## src/rtl/ita_pkg.sv

```systemverilog
// Package for the signed integer to radix text converter.
// Holds widths, character codes and the types shared by the converter modules.
// Depends on nothing.
`timescale 1ns / 1ps
`default_nettype none

package ita_pkg;

   localparam int VALUE_BITS     = 32;
   localparam int DIGIT_BITS     = 4;
   localparam int RADIX_BITS     = 5;
   localparam int CHAR_BITS      = 7;
   localparam int BITS_PER_CYCLE = 4;
   localparam int STEPS_PER_DIGIT = VALUE_BITS / BITS_PER_CYCLE;
   localparam int STEP_BITS      = $clog2(STEPS_PER_DIGIT);
   localparam int IDX_BITS       = $clog2(VALUE_BITS);
   localparam int COUNT_BITS     = IDX_BITS + 1;

   localparam logic [RADIX_BITS-1:0] RADIX_RESET = 5'd10;
   localparam logic [RADIX_BITS-1:0] RADIX_MIN   = 5'd2;
   localparam logic [RADIX_BITS-1:0] RADIX_MAX   = 5'd16;
   localparam logic [RADIX_BITS-1:0] RADIX_OCT   = 5'd8;
   localparam logic [RADIX_BITS-1:0] RADIX_HEX   = 5'd16;

   localparam logic [CHAR_BITS-1:0] CHAR_ZERO    = 7'h30;
   localparam logic [CHAR_BITS-1:0] CHAR_NINE    = 7'h39;
   localparam logic [CHAR_BITS-1:0] CHAR_UPPER_A = 7'h41;
   localparam logic [CHAR_BITS-1:0] CHAR_UPPER_F = 7'h46;
   localparam logic [CHAR_BITS-1:0] CHAR_MINUS   = 7'h2D;
   localparam logic [CHAR_BITS-1:0] CHAR_LOWER_X = 7'h78;

   // One classified item as it waits between the front and the back.
   typedef struct packed {
      logic                  negative;
      logic [VALUE_BITS-1:0] magnitude;
   } entry_type;

   typedef struct packed {
      logic full;
      logic empty;
   } fifo_status_type;

endpackage

`default_nettype wire

```

## src/rtl/ita_ifs.sv

```systemverilog
// Channel interfaces of the radix text converter: input, result and register write.
// Depends on ita_pkg.
`timescale 1ns / 1ps
`default_nettype none

interface ita_req_if import ita_pkg::*; ();
   logic                         valid;
   logic                         ready;
   logic signed [VALUE_BITS-1:0] value;
   modport source (output valid, output value, input ready);
   modport sink (input valid, input value, output ready);
endinterface

interface ita_rsp_if import ita_pkg::*; ();
   logic                 valid;
   logic                 ready;
   logic [CHAR_BITS-1:0] character;
   logic                 last;
   modport source (output valid, output character, output last, input ready);
   modport sink (input valid, input character, input last, output ready);
endinterface

interface ita_csr_if import ita_pkg::*; ();
   logic                  valid;
   logic                  ready;
   logic [RADIX_BITS-1:0] data;
   modport source (output valid, output data, input ready);
   modport sink (input valid, input data, output ready);
endinterface

`default_nettype wire

```

## src/rtl/ita_front.sv

```systemverilog
// Front of the converter: accepts an item, takes its sign and magnitude and holds
// the result for the queue. Depends on ita_pkg.
`timescale 1ns / 1ps
`default_nettype none

module ita_front import ita_pkg::*; (
   input  wire logic                         clock,
   input  wire logic                         reset,
   input  wire logic                         req_valid,
   output      logic                         req_ready,
   input  wire logic signed [VALUE_BITS-1:0] req_value,
   input  wire fifo_status_type              fifo_status,
   output      logic                         push,
   output      entry_type                    push_entry
);

   logic      out_valid_ff, out_valid_in;
   entry_type entry_ff, entry_in;
   logic      accept;

   assign push       = out_valid_ff && !fifo_status.full;
   assign push_entry = entry_ff;
   assign req_ready  = !out_valid_ff || !fifo_status.full;
   assign accept     = req_valid && req_ready;

   always_comb begin
      out_valid_in = out_valid_ff;
      entry_in     = entry_ff;
      if (push) begin
         out_valid_in = 1'b0;
      end
      if (accept) begin
         out_valid_in       = 1'b1;
         entry_in.negative  = req_value[VALUE_BITS-1];
         // The most negative value negates to itself, which read unsigned is exact.
         entry_in.magnitude = req_value[VALUE_BITS-1] ? (~req_value + 1'b1) : req_value;
      end
   end

   always_ff @(posedge clock) begin
      if (reset) begin
         out_valid_ff <= 1'b0;
      end else begin
         out_valid_ff <= out_valid_in;
      end
      entry_ff <= entry_in;
   end

endmodule

`default_nettype wire

```

## src/rtl/ita_fifo.sv

```systemverilog
// Two-entry queue that decouples the front from the back of the converter.
// Depends on ita_pkg.
`timescale 1ns / 1ps
`default_nettype none

module ita_fifo import ita_pkg::*; (
   input  wire logic       clock,
   input  wire logic       reset,
   input  wire logic       push,
   input  wire entry_type  push_entry,
   input  wire logic       pop,
   output      entry_type  pop_entry,
   output fifo_status_type status
);

   entry_type   slot_ff [2];
   logic        wr_ptr_ff, wr_ptr_in;
   logic        rd_ptr_ff, rd_ptr_in;
   logic [1:0]  count_ff, count_in;

   assign status.full  = (count_ff == 2'd2);
   assign status.empty = (count_ff == 2'd0);
   assign pop_entry    = slot_ff[rd_ptr_ff];

   always_comb begin
      wr_ptr_in = wr_ptr_ff;
      rd_ptr_in = rd_ptr_ff;
      count_in  = count_ff;
      if (push) begin
         wr_ptr_in = !wr_ptr_ff;
      end
      if (pop) begin
         rd_ptr_in = !rd_ptr_ff;
      end
      if (push && !pop) begin
         count_in = count_ff + 2'd1;
      end else if (pop && !push) begin
         count_in = count_ff - 2'd1;
      end
   end

   always_ff @(posedge clock) begin
      if (reset) begin
         wr_ptr_ff <= 1'b0;
         rd_ptr_ff <= 1'b0;
         count_ff  <= 2'd0;
      end else begin
         wr_ptr_ff <= wr_ptr_in;
         rd_ptr_ff <= rd_ptr_in;
         count_ff  <= count_in;
      end
      if (push) begin
         slot_ff[wr_ptr_ff] <= push_entry;
      end
   end

endmodule

`default_nettype wire

```

## src/rtl/ita_back.sv

```systemverilog
// Back of the converter: divides the magnitude by the radix one digit at a time,
// stores the digits and sends sign, prefix and digits as characters. Depends on ita_pkg.
`timescale 1ns / 1ps
`default_nettype none

module ita_back import ita_pkg::*; (
   input  wire logic                  clock,
   input  wire logic                  reset,
   input  wire logic [RADIX_BITS-1:0] radix,
   input  wire fifo_status_type       fifo_status,
   input  wire entry_type             pop_entry,
   output      logic                  pop,
   output      logic                  rsp_valid,
   input  wire logic                  rsp_ready,
   output      logic [CHAR_BITS-1:0]  rsp_character,
   output      logic                  rsp_last
);

   localparam logic [2:0] ST_IDLE  = 3'd0;
   localparam logic [2:0] ST_DIV   = 3'd1;
   localparam logic [2:0] ST_SIGN  = 3'd2;
   localparam logic [2:0] ST_ZERO  = 3'd3;
   localparam logic [2:0] ST_X     = 3'd4;
   localparam logic [2:0] ST_READ  = 3'd5;
   localparam logic [2:0] ST_SEND  = 3'd6;

   logic [2:0]            state_ff, state_in;
   logic [VALUE_BITS-1:0] quot_ff, quot_in;
   logic [DIGIT_BITS-1:0] rem_ff, rem_in;
   logic [STEP_BITS-1:0]  step_ff, step_in;
   logic [COUNT_BITS-1:0] count_ff, count_in;
   logic [IDX_BITS-1:0]   idx_ff, idx_in;
   logic                  neg_ff, neg_in;
   logic                  rsp_valid_ff, rsp_valid_in;
   logic [CHAR_BITS-1:0]  rsp_char_ff, rsp_char_in;
   logic                  rsp_last_ff, rsp_last_in;
   logic [DIGIT_BITS-1:0] rd_data_ff;

   logic [DIGIT_BITS-1:0] digit_mem [VALUE_BITS];
   logic                  mem_we;
   logic                  mem_re;

   logic [DIGIT_BITS-1:0] div_rem;
   logic [VALUE_BITS-1:0] div_quot;
   logic [DIGIT_BITS:0]   div_trial;
   logic                  out_free;
   logic                  is_oct;
   logic                  is_hex;
   logic [2:0]            after_sign;
   logic [2:0]            after_div;

   function automatic logic [CHAR_BITS-1:0] digit_char(input logic [DIGIT_BITS-1:0] d);
      logic [CHAR_BITS-1:0] wide;
      wide = {{(CHAR_BITS-DIGIT_BITS){1'b0}}, d};
      if (d < DIGIT_BITS'(10)) begin
         return CHAR_ZERO + wide;
      end
      return CHAR_UPPER_A + wide - CHAR_BITS'(10);
   endfunction

   assign is_oct     = (radix == RADIX_OCT);
   assign is_hex     = (radix == RADIX_HEX);
   assign after_sign = (is_oct || is_hex) ? ST_ZERO : ST_READ;
   assign after_div  = neg_ff ? ST_SIGN : after_sign;
   assign out_free   = !rsp_valid_ff || rsp_ready;
   assign pop        = (state_ff == ST_IDLE) && !fifo_status.empty;

   assign rsp_valid     = rsp_valid_ff;
   assign rsp_character = rsp_char_ff;
   assign rsp_last      = rsp_last_ff;

   // Restoring division, a few quotient bits per cycle; the quotient shifts in
   // behind the dividend so one register holds both.
   always_comb begin
      div_rem   = rem_ff;
      div_quot  = quot_ff;
      div_trial = '0;
      for (int i = 0; i < BITS_PER_CYCLE; i++) begin
         div_trial = {div_rem, div_quot[VALUE_BITS-1]};
         div_quot  = {div_quot[VALUE_BITS-2:0], (div_trial >= radix)};
         if (div_trial >= radix) begin
            div_rem = DIGIT_BITS'(div_trial - radix);
         end else begin
            div_rem = div_trial[DIGIT_BITS-1:0];
         end
      end
   end

   always_comb begin
      state_in     = state_ff;
      quot_in      = quot_ff;
      rem_in       = rem_ff;
      step_in      = step_ff;
      count_in     = count_ff;
      idx_in       = idx_ff;
      neg_in       = neg_ff;
      rsp_valid_in = rsp_valid_ff;
      rsp_char_in  = rsp_char_ff;
      rsp_last_in  = rsp_last_ff;
      mem_we       = 1'b0;
      mem_re       = 1'b0;

      if (rsp_valid_ff && rsp_ready) begin
         rsp_valid_in = 1'b0;
      end

      case (state_ff)
         ST_IDLE: begin
            if (pop) begin
               quot_in  = pop_entry.magnitude;
               neg_in   = pop_entry.negative;
               rem_in   = '0;
               step_in  = '0;
               count_in = '0;
               state_in = ST_DIV;
            end
         end
         ST_DIV: begin
            quot_in = div_quot;
            rem_in  = div_rem;
            step_in = step_ff + 1'b1;
            if (step_ff == STEP_BITS'(STEPS_PER_DIGIT - 1)) begin
               mem_we   = 1'b1;
               count_in = count_ff + 1'b1;
               rem_in   = '0;
               step_in  = '0;
               if (div_quot == '0 || count_in == COUNT_BITS'(VALUE_BITS)) begin
                  idx_in   = count_ff[IDX_BITS-1:0];
                  state_in = after_div;
               end
            end
         end
         ST_SIGN: begin
            if (out_free) begin
               rsp_valid_in = 1'b1;
               rsp_char_in  = CHAR_MINUS;
               rsp_last_in  = 1'b0;
               state_in     = after_sign;
            end
         end
         ST_ZERO: begin
            if (out_free) begin
               rsp_valid_in = 1'b1;
               rsp_char_in  = CHAR_ZERO;
               rsp_last_in  = 1'b0;
               state_in     = is_hex ? ST_X : ST_READ;
            end
         end
         ST_X: begin
            if (out_free) begin
               rsp_valid_in = 1'b1;
               rsp_char_in  = CHAR_LOWER_X;
               rsp_last_in  = 1'b0;
               state_in     = ST_READ;
            end
         end
         ST_READ: begin
            mem_re   = 1'b1;
            state_in = ST_SEND;
         end
         ST_SEND: begin
            if (out_free) begin
               rsp_valid_in = 1'b1;
               rsp_char_in  = digit_char(rd_data_ff);
               rsp_last_in  = (idx_ff == '0);
               if (idx_ff == '0) begin
                  state_in = ST_IDLE;
               end else begin
                  idx_in   = idx_ff - 1'b1;
                  state_in = ST_READ;
               end
            end
         end
         default: begin
            state_in = ST_IDLE;
         end
      endcase
   end

   always_ff @(posedge clock) begin
      if (reset) begin
         state_ff     <= ST_IDLE;
         rsp_valid_ff <= 1'b0;
         count_ff     <= '0;
         neg_ff       <= 1'b0;
         quot_ff      <= '0;
      end else begin
         state_ff     <= state_in;
         rsp_valid_ff <= rsp_valid_in;
         count_ff     <= count_in;
         neg_ff       <= neg_in;
         quot_ff      <= quot_in;
      end
      rem_ff      <= rem_in;
      step_ff     <= step_in;
      idx_ff      <= idx_in;
      rsp_char_ff <= rsp_char_in;
      rsp_last_ff <= rsp_last_in;
   end

   always_ff @(posedge clock) begin
      if (mem_we) begin
         digit_mem[count_ff[IDX_BITS-1:0]] <= div_rem;
      end
      if (mem_re) begin
         rd_data_ff <= digit_mem[idx_ff];
      end
   end

endmodule

`default_nettype wire

```

## src/rtl/signed_integer_to_radix_ascii_top.sv

```systemverilog
// An item passes the front register and the queue before the back takes it. The back
// divides out every digit, then sends the sign, any prefix and the digits, reading each
// digit from its store before sending it. The back converts one item at a time and pops
// the next only after its last character; items wait in the front and the queue meanwhile.
// Reset is synchronous: queue emptied, no result pending, radix back to ten.
// Depends on ita_pkg, the channel interfaces, ita_front, ita_fifo and ita_back.
`timescale 1ns / 1ps
`default_nettype none

module signed_integer_to_radix_ascii_top import ita_pkg::*; (
   input wire logic  clock,
   input wire logic  reset,
   ita_req_if.sink   req_if,
   ita_rsp_if.source rsp_if,
   ita_csr_if.sink   csr_if
);

   logic [RADIX_BITS-1:0] radix_ff, radix_in;
   logic [RADIX_BITS-1:0] radix_eff;
   fifo_status_type       fifo_status;
   logic                  push;
   logic                  pop;
   entry_type             push_entry;
   entry_type             pop_entry;

   assign csr_if.ready = 1'b1;

   always_comb begin
      radix_in = radix_ff;
      if (csr_if.valid && csr_if.ready) begin
         radix_in = csr_if.data;
      end
   end

   always_ff @(posedge clock) begin
      if (reset) begin
         radix_ff <= RADIX_RESET;
      end else begin
         radix_ff <= radix_in;
      end
   end

   // Codes below two count as binary and codes above sixteen as hexadecimal.
   assign radix_eff = (radix_ff < RADIX_MIN) ? RADIX_MIN :
                      (radix_ff > RADIX_MAX) ? RADIX_MAX : radix_ff;

   ita_front u_front (
      .clock       (clock),
      .reset       (reset),
      .req_valid   (req_if.valid),
      .req_ready   (req_if.ready),
      .req_value   (req_if.value),
      .fifo_status (fifo_status),
      .push        (push),
      .push_entry  (push_entry)
   );

   ita_fifo u_fifo (
      .clock      (clock),
      .reset      (reset),
      .push       (push),
      .push_entry (push_entry),
      .pop        (pop),
      .pop_entry  (pop_entry),
      .status     (fifo_status)
   );

   ita_back u_back (
      .clock         (clock),
      .reset         (reset),
      .radix         (radix_eff),
      .fifo_status   (fifo_status),
      .pop_entry     (pop_entry),
      .pop           (pop),
      .rsp_valid     (rsp_if.valid),
      .rsp_ready     (rsp_if.ready),
      .rsp_character (rsp_if.character),
      .rsp_last      (rsp_if.last)
   );

   // Every character sent is a sign, a prefix letter or a digit.
   a_char_legal: assert property (@(posedge clock) disable iff (reset)
      rsp_if.valid |-> ((rsp_if.character >= CHAR_ZERO && rsp_if.character <= CHAR_NINE) ||
                        (rsp_if.character >= CHAR_UPPER_A &&
                         rsp_if.character <= CHAR_UPPER_F) ||
                        rsp_if.character == CHAR_MINUS ||
                        rsp_if.character == CHAR_LOWER_X))
      else $error("illegal character on result channel");

   // A full queue must hold back the input once the front has an item waiting.
   a_backpressure: assert property (@(posedge clock) disable iff (reset)
      (fifo_status.full && u_front.out_valid_ff) |-> !req_if.ready)
      else $error("front accepted an item past a full queue");

   // Nothing is pushed into a full queue unless the back drains it in the same cycle.
   a_no_overflow: assert property (@(posedge clock) disable iff (reset)
      (push && fifo_status.full) |-> pop)
      else $error("queue overflow");

   // Just after reset nothing is offered on the result channel.
   a_reset_quiet: assert property (@(posedge clock)
      reset |=> !rsp_if.valid)
      else $error("result offered straight after reset");

endmodule

`default_nettype wire

```

## src/flat_wrapper.sv

```systemverilog
// flat-port wrapper written by rule: the top's interface ports become plain ports
module signed_integer_to_radix_ascii_top_flat import ita_pkg::*;
  (clock, reset, req_if_valid, req_if_value, req_if_ready, rsp_if_valid, rsp_if_character, rsp_if_last, rsp_if_ready, csr_if_valid, csr_if_data, csr_if_ready);
  ita_req_if req_if_i ();
  ita_rsp_if rsp_if_i ();
  ita_csr_if csr_if_i ();
  input wire logic clock;
  input wire logic reset;
  input wire logic [$bits(req_if_i.valid)-1:0] req_if_valid;
  input wire logic [$bits(req_if_i.value)-1:0] req_if_value;
  output wire logic [$bits(req_if_i.ready)-1:0] req_if_ready;
  output wire logic [$bits(rsp_if_i.valid)-1:0] rsp_if_valid;
  output wire logic [$bits(rsp_if_i.character)-1:0] rsp_if_character;
  output wire logic [$bits(rsp_if_i.last)-1:0] rsp_if_last;
  input wire logic [$bits(rsp_if_i.ready)-1:0] rsp_if_ready;
  input wire logic [$bits(csr_if_i.valid)-1:0] csr_if_valid;
  input wire logic [$bits(csr_if_i.data)-1:0] csr_if_data;
  output wire logic [$bits(csr_if_i.ready)-1:0] csr_if_ready;
  assign req_if_i.valid = req_if_valid;
  assign req_if_i.value = req_if_value;
  assign req_if_ready = req_if_i.ready;
  assign rsp_if_valid = rsp_if_i.valid;
  assign rsp_if_character = rsp_if_i.character;
  assign rsp_if_last = rsp_if_i.last;
  assign rsp_if_i.ready = rsp_if_ready;
  assign csr_if_i.valid = csr_if_valid;
  assign csr_if_i.data = csr_if_data;
  assign csr_if_ready = csr_if_i.ready;
  signed_integer_to_radix_ascii_top u_core (.clock(clock), .reset(reset), .req_if(req_if_i), .rsp_if(rsp_if_i), .csr_if(csr_if_i));
endmodule
```

## config.mk

```make
export PLATFORM = sky130hd
export DESIGN_NAME = signed_integer_to_radix_ascii_top_flat
export DESIGN_NICKNAME = d
export VERILOG_FILES = /design/src/rtl/ita_pkg.sv /design/src/rtl/ita_ifs.sv /design/src/rtl/ita_front.sv /design/src/rtl/ita_fifo.sv /design/src/rtl/ita_back.sv /design/src/rtl/signed_integer_to_radix_ascii_top.sv /design/src/flat_wrapper.sv
export SDC_FILE = /design/constraint.sdc
export NUM_CORES = 1
export LEC_CHECK = 0
export BUFFER_PORTS_ARGS = -buffer_cell sky130_fd_sc_hd__buf_2
export CAP_MARGIN = 20
export CORE_MARGIN = 1
export CORE_UTILIZATION = 50
export DETAILED_ROUTE_END_ITERATION = 10
export GPL_ROUTABILITY_DRIVEN = 1
export GPL_TIMING_DRIVEN = 0
export PLACE_DENSITY = 0.67
export SYNTH_ARGS = -nofsm -noshare
export SYNTH_HDL_FRONTEND = slang
export SYNTH_SLANG_ARGS = --single-unit
```

## constraint.sdc

```tcl
create_clock -name clock -period 13.4 [get_ports clock]
set_input_delay 2.01 -clock clock [delete_from_list [all_inputs] [get_ports clock]]
set_output_delay 2.01 -clock clock [all_outputs]
set_load 0.05 [all_outputs]
```

==> metrics.txt <==
highest cell delay on the worst timing path 820 ps; fin. max-slew vios 0; drc violations 8; data arrival at the endpoint of the critical path 8540 ps; critical register-to-register path endpoint u_core.u_back.rem_ff[0]$_SDFFCE_PP0P_; routed length per placed instance 18.5 um; Synth Net Count slightly above 1,000; top library cells by usage in the layout, fill and taps aside edfxtp_1 (251), nor2_1 (140), buf_2 (54), dfxtp_1 (54), clkbuf_1 (43); share of cells above drive strength 1 16.2%; number of I/O pins 53; all-layer global routing usage 19.2%; Critical Path Source u_core.radix_ff[2]$_SDFFE_PP0P_; total standard cell area after synthesis between 0.01 and 0.015 mm2; Fin Hold WS 443 ps; met2 global-route usage around a third; final standard cell count with taps included and fillers excluded ~1,400; r2r startpoint u_core.radix_ff[2]$_SDFFE_PP0P_; Setup Skew between 10 and 15 ps; floorplan row count between 50 and 60; global-route wire length before repair 41,900 um; outcome complete, but fails checks; commonest register cell after synthesis edfxtp_1; Pre-antenna DRT Iters 11; vias post-DR 7,932; minimum clock period 8140 ps; Core Box Area roughly 0.026 mm2; Crit Path Class flop to flop; failing checks DRC; Post-synth EDFFs 251; # H-tree levels 1; number of distinct library cells after synthesis 60; hold endpoint u_core.u_fifo.slot_ff[0][15]$_DFFE_PP_; number of antenna violations at the first check in global routing 0; via count of the first global-routing pass approximately 7,900; GR Layer Usage met3 2.56%; hold buffers post-CTS 0; unrepaired setup endpoints after global routing false; startpoint of the tightest hold check path u_core.u_front.push_entry[15]$_DFFE_PP_; post-route fraction of the period consumed by the critical path 60.7%; post-CTS setup buffer count 0; area taken by flip-flops and latches 0.00862 mm2; Worst Hold Class flop to flop; area of combinational cells with multiple inputs approximately 0.0045 mm2; number of vias per cell after detailed routing 5.67; maximum number of pins on one net before global-route repair 34; Fmax achieved 0.123 GHz; critical path's slowest cell o31ai_1; CTS resizes 0; average size of a mapped cell 14.0 um2; number of filler cells placed in the layout between 2,000 and 2,500; final setup violating endpoints 0; number of cells produced by synthesis 954; Port-buffer cells 50; total gr overflow 0; clock transition at the registers of the reported paths 70 ps; largest driver fanout on the critical path 17; last weighted congestion value of the routability-driven placer 0.823; worst slew margin relative to its limit 33.4%; post-DP HPWL roughly 18,000 um; cell-by-cell trace of the critical path nor2_1 > o21ai_0 > ha_1 > a21o_1 > a31oi_1 > o21ai_1 > mux2i_1 > ha_1 > a21o_1 > a31oi_1 > o21ai_1 > mux2_2 > ha_1 > nor2_1 > o31ai_1 > nor2_1 > a211o_1 > ha_1 > and3_1 > o21ai_0 > nand2_1 > a21oi_2 > and3_1; Ant. Diodes 0; synth warn 0; initial core utilization 51.2%; x dimension of the die 166 um; register-to-register path setup slack 5260 ps; synthesis-to-layout area growth 13.2%; Worst Hold Path Cells 0; CP endpoint kind flop; Hold Fails Final Rpt 0; later-pin clock latency in the skew report 550 ps; die outline area 0.0274 mm2; final-stage net count roughly 1,100; number of clock buffers inserted by TritonCTS 31; depth of the most critical reg-to-reg path 23; sort of element at the start of the critical path flop; met1 track demand over resource in global routing 27.1%; async set-reset flop share out of synthesis 0%; transition time at the pin with the least slew margin 990 ps; most frequent cell on the critical path ha_1; required time at the worst-slack endpoint roughly 14,000 ps; register bit total from synthesis 305; sequential cell area fraction in the yosys report 64.4%; sink count of the clock tree between 300 and 400; Max Cap Viol 0; commonest non-fill, non-tap cell in the layout edfxtp_1; setup ws final 5260 ps; worst setup slack before clock tree synthesis around 5300 ps; initial DRC count around 500; total length of routed wires around 26,000 um; clock tree from TritonCTS yes; global routing's busiest layer met2; final-layout setup total negative slack 0 ps; Placed Cells 1,345; Clock Root Buffer clkbuf_16; remaining number of nets flagged by the antenna check after routing 0; vertical extent of the die about 170 um; buffer levels on the longest clock path 3
## registers in the layout, summed over array words and instances, names as in the netlist, named ones only
register and flops:
u_core.radix_ff 5, u_core.u_back.count_ff 6, u_core.u_back.digit_mem 128, u_core.u_back.idx_ff 5, u_core.u_back.neg_ff 1, u_core.u_back.quot_ff 32
u_core.u_back.rd_data_ff 4, u_core.u_back.rem_ff 4, u_core.u_back.rsp_character 7, u_core.u_back.rsp_last 1, u_core.u_back.rsp_valid 1, u_core.u_back.state_ff 3
u_core.u_back.step_ff 3, u_core.u_fifo.count_ff 2, u_core.u_fifo.rd_ptr_ff 1, u_core.u_fifo.slot_ff 66, u_core.u_fifo.wr_ptr_ff 1, u_core.u_front.out_valid_ff 1
u_core.u_front.push_entry 33
## critical path: cells and delay by family (launching register included)
family	cells	cell delay, ps
adder cells (fa/ha/maj)	4	1210
flip-flops	1	400
AO/OA/AOI/OAI	11	4490
multiplexers	2	900
AND/OR/NAND/NOR	6	990
## synth_stat cells, drive strengths merged, types with 26 or more instances
cell    count  area [um2]
a21oi      29         145
inv        26        97.6
edfxtp    251        7540
nor2      141         529
xnor2      35         307
dfxtp      54        1080
mux2i      40         400
ha         30         375
mux4       40         901
nand2      43         164
clkbuf     38         143
o21ai      30         150
a221oi     31         272
## layer usage
layer  part of all wire (%)  vias up
li1                       -     3795
met1                     46     3907
met2                     47      190
met3                    4.5       40
met4                    2.1        0
met5                      0        -
## area by class of cell
cell class	count	area share [%]
tap	335	2.76
clock inverter	17	1.33
timing repair buffer	56	2.23
sequential	305	56.8
inverter	27	0.668
buffer	45	1.16
clock buffer	36	5.24
multi-input combinational	577	29.8
## cell families after synthesis
family	synth area share [%]
buf+inv	2.06
simple gates	9.10
mux	10.7
flops	64.4
other cells	0.0280
compound gates	7.32
fa+ha+maj	3.40
xor+xnor	3.01
## metrics by stage
stage / instance area [um2] / util [%]
after floorplan: 13400 / -
after global placement: 14100 / 53.8
after detailed placement: 14200 / 54.2
after CTS: 15200 / 58.0
after global routing: 15200 / 58.0
final: 15200 / 58.0
## worst max path at each step
stage	end	slack, ps	cells after the start
finish	u_core.u_back.rem_ff[0]$_SDFFCE_PP0P_	5260	23
global route	u_core.u_back.rem_ff[0]$_SDFFCE_PP0P_	4570	23
detailed placement	u_core.u_back.rem_ff[0]$_SDFFCE_PP0P_	5280	23
floorplan	u_core.u_back.rem_ff[0]$_SDFFCE_PP0P_	6320	23
CTS	u_core.u_back.digit_mem[31][0]$_DFFE_PP_	5270	23
global placement	u_core.u_back.digit_mem[16][0]$_DFFE_PP_	3470	22
Power is not shown: default switching activity piles up to over one toggle a cycle in this logic, so the estimate is an artifact.
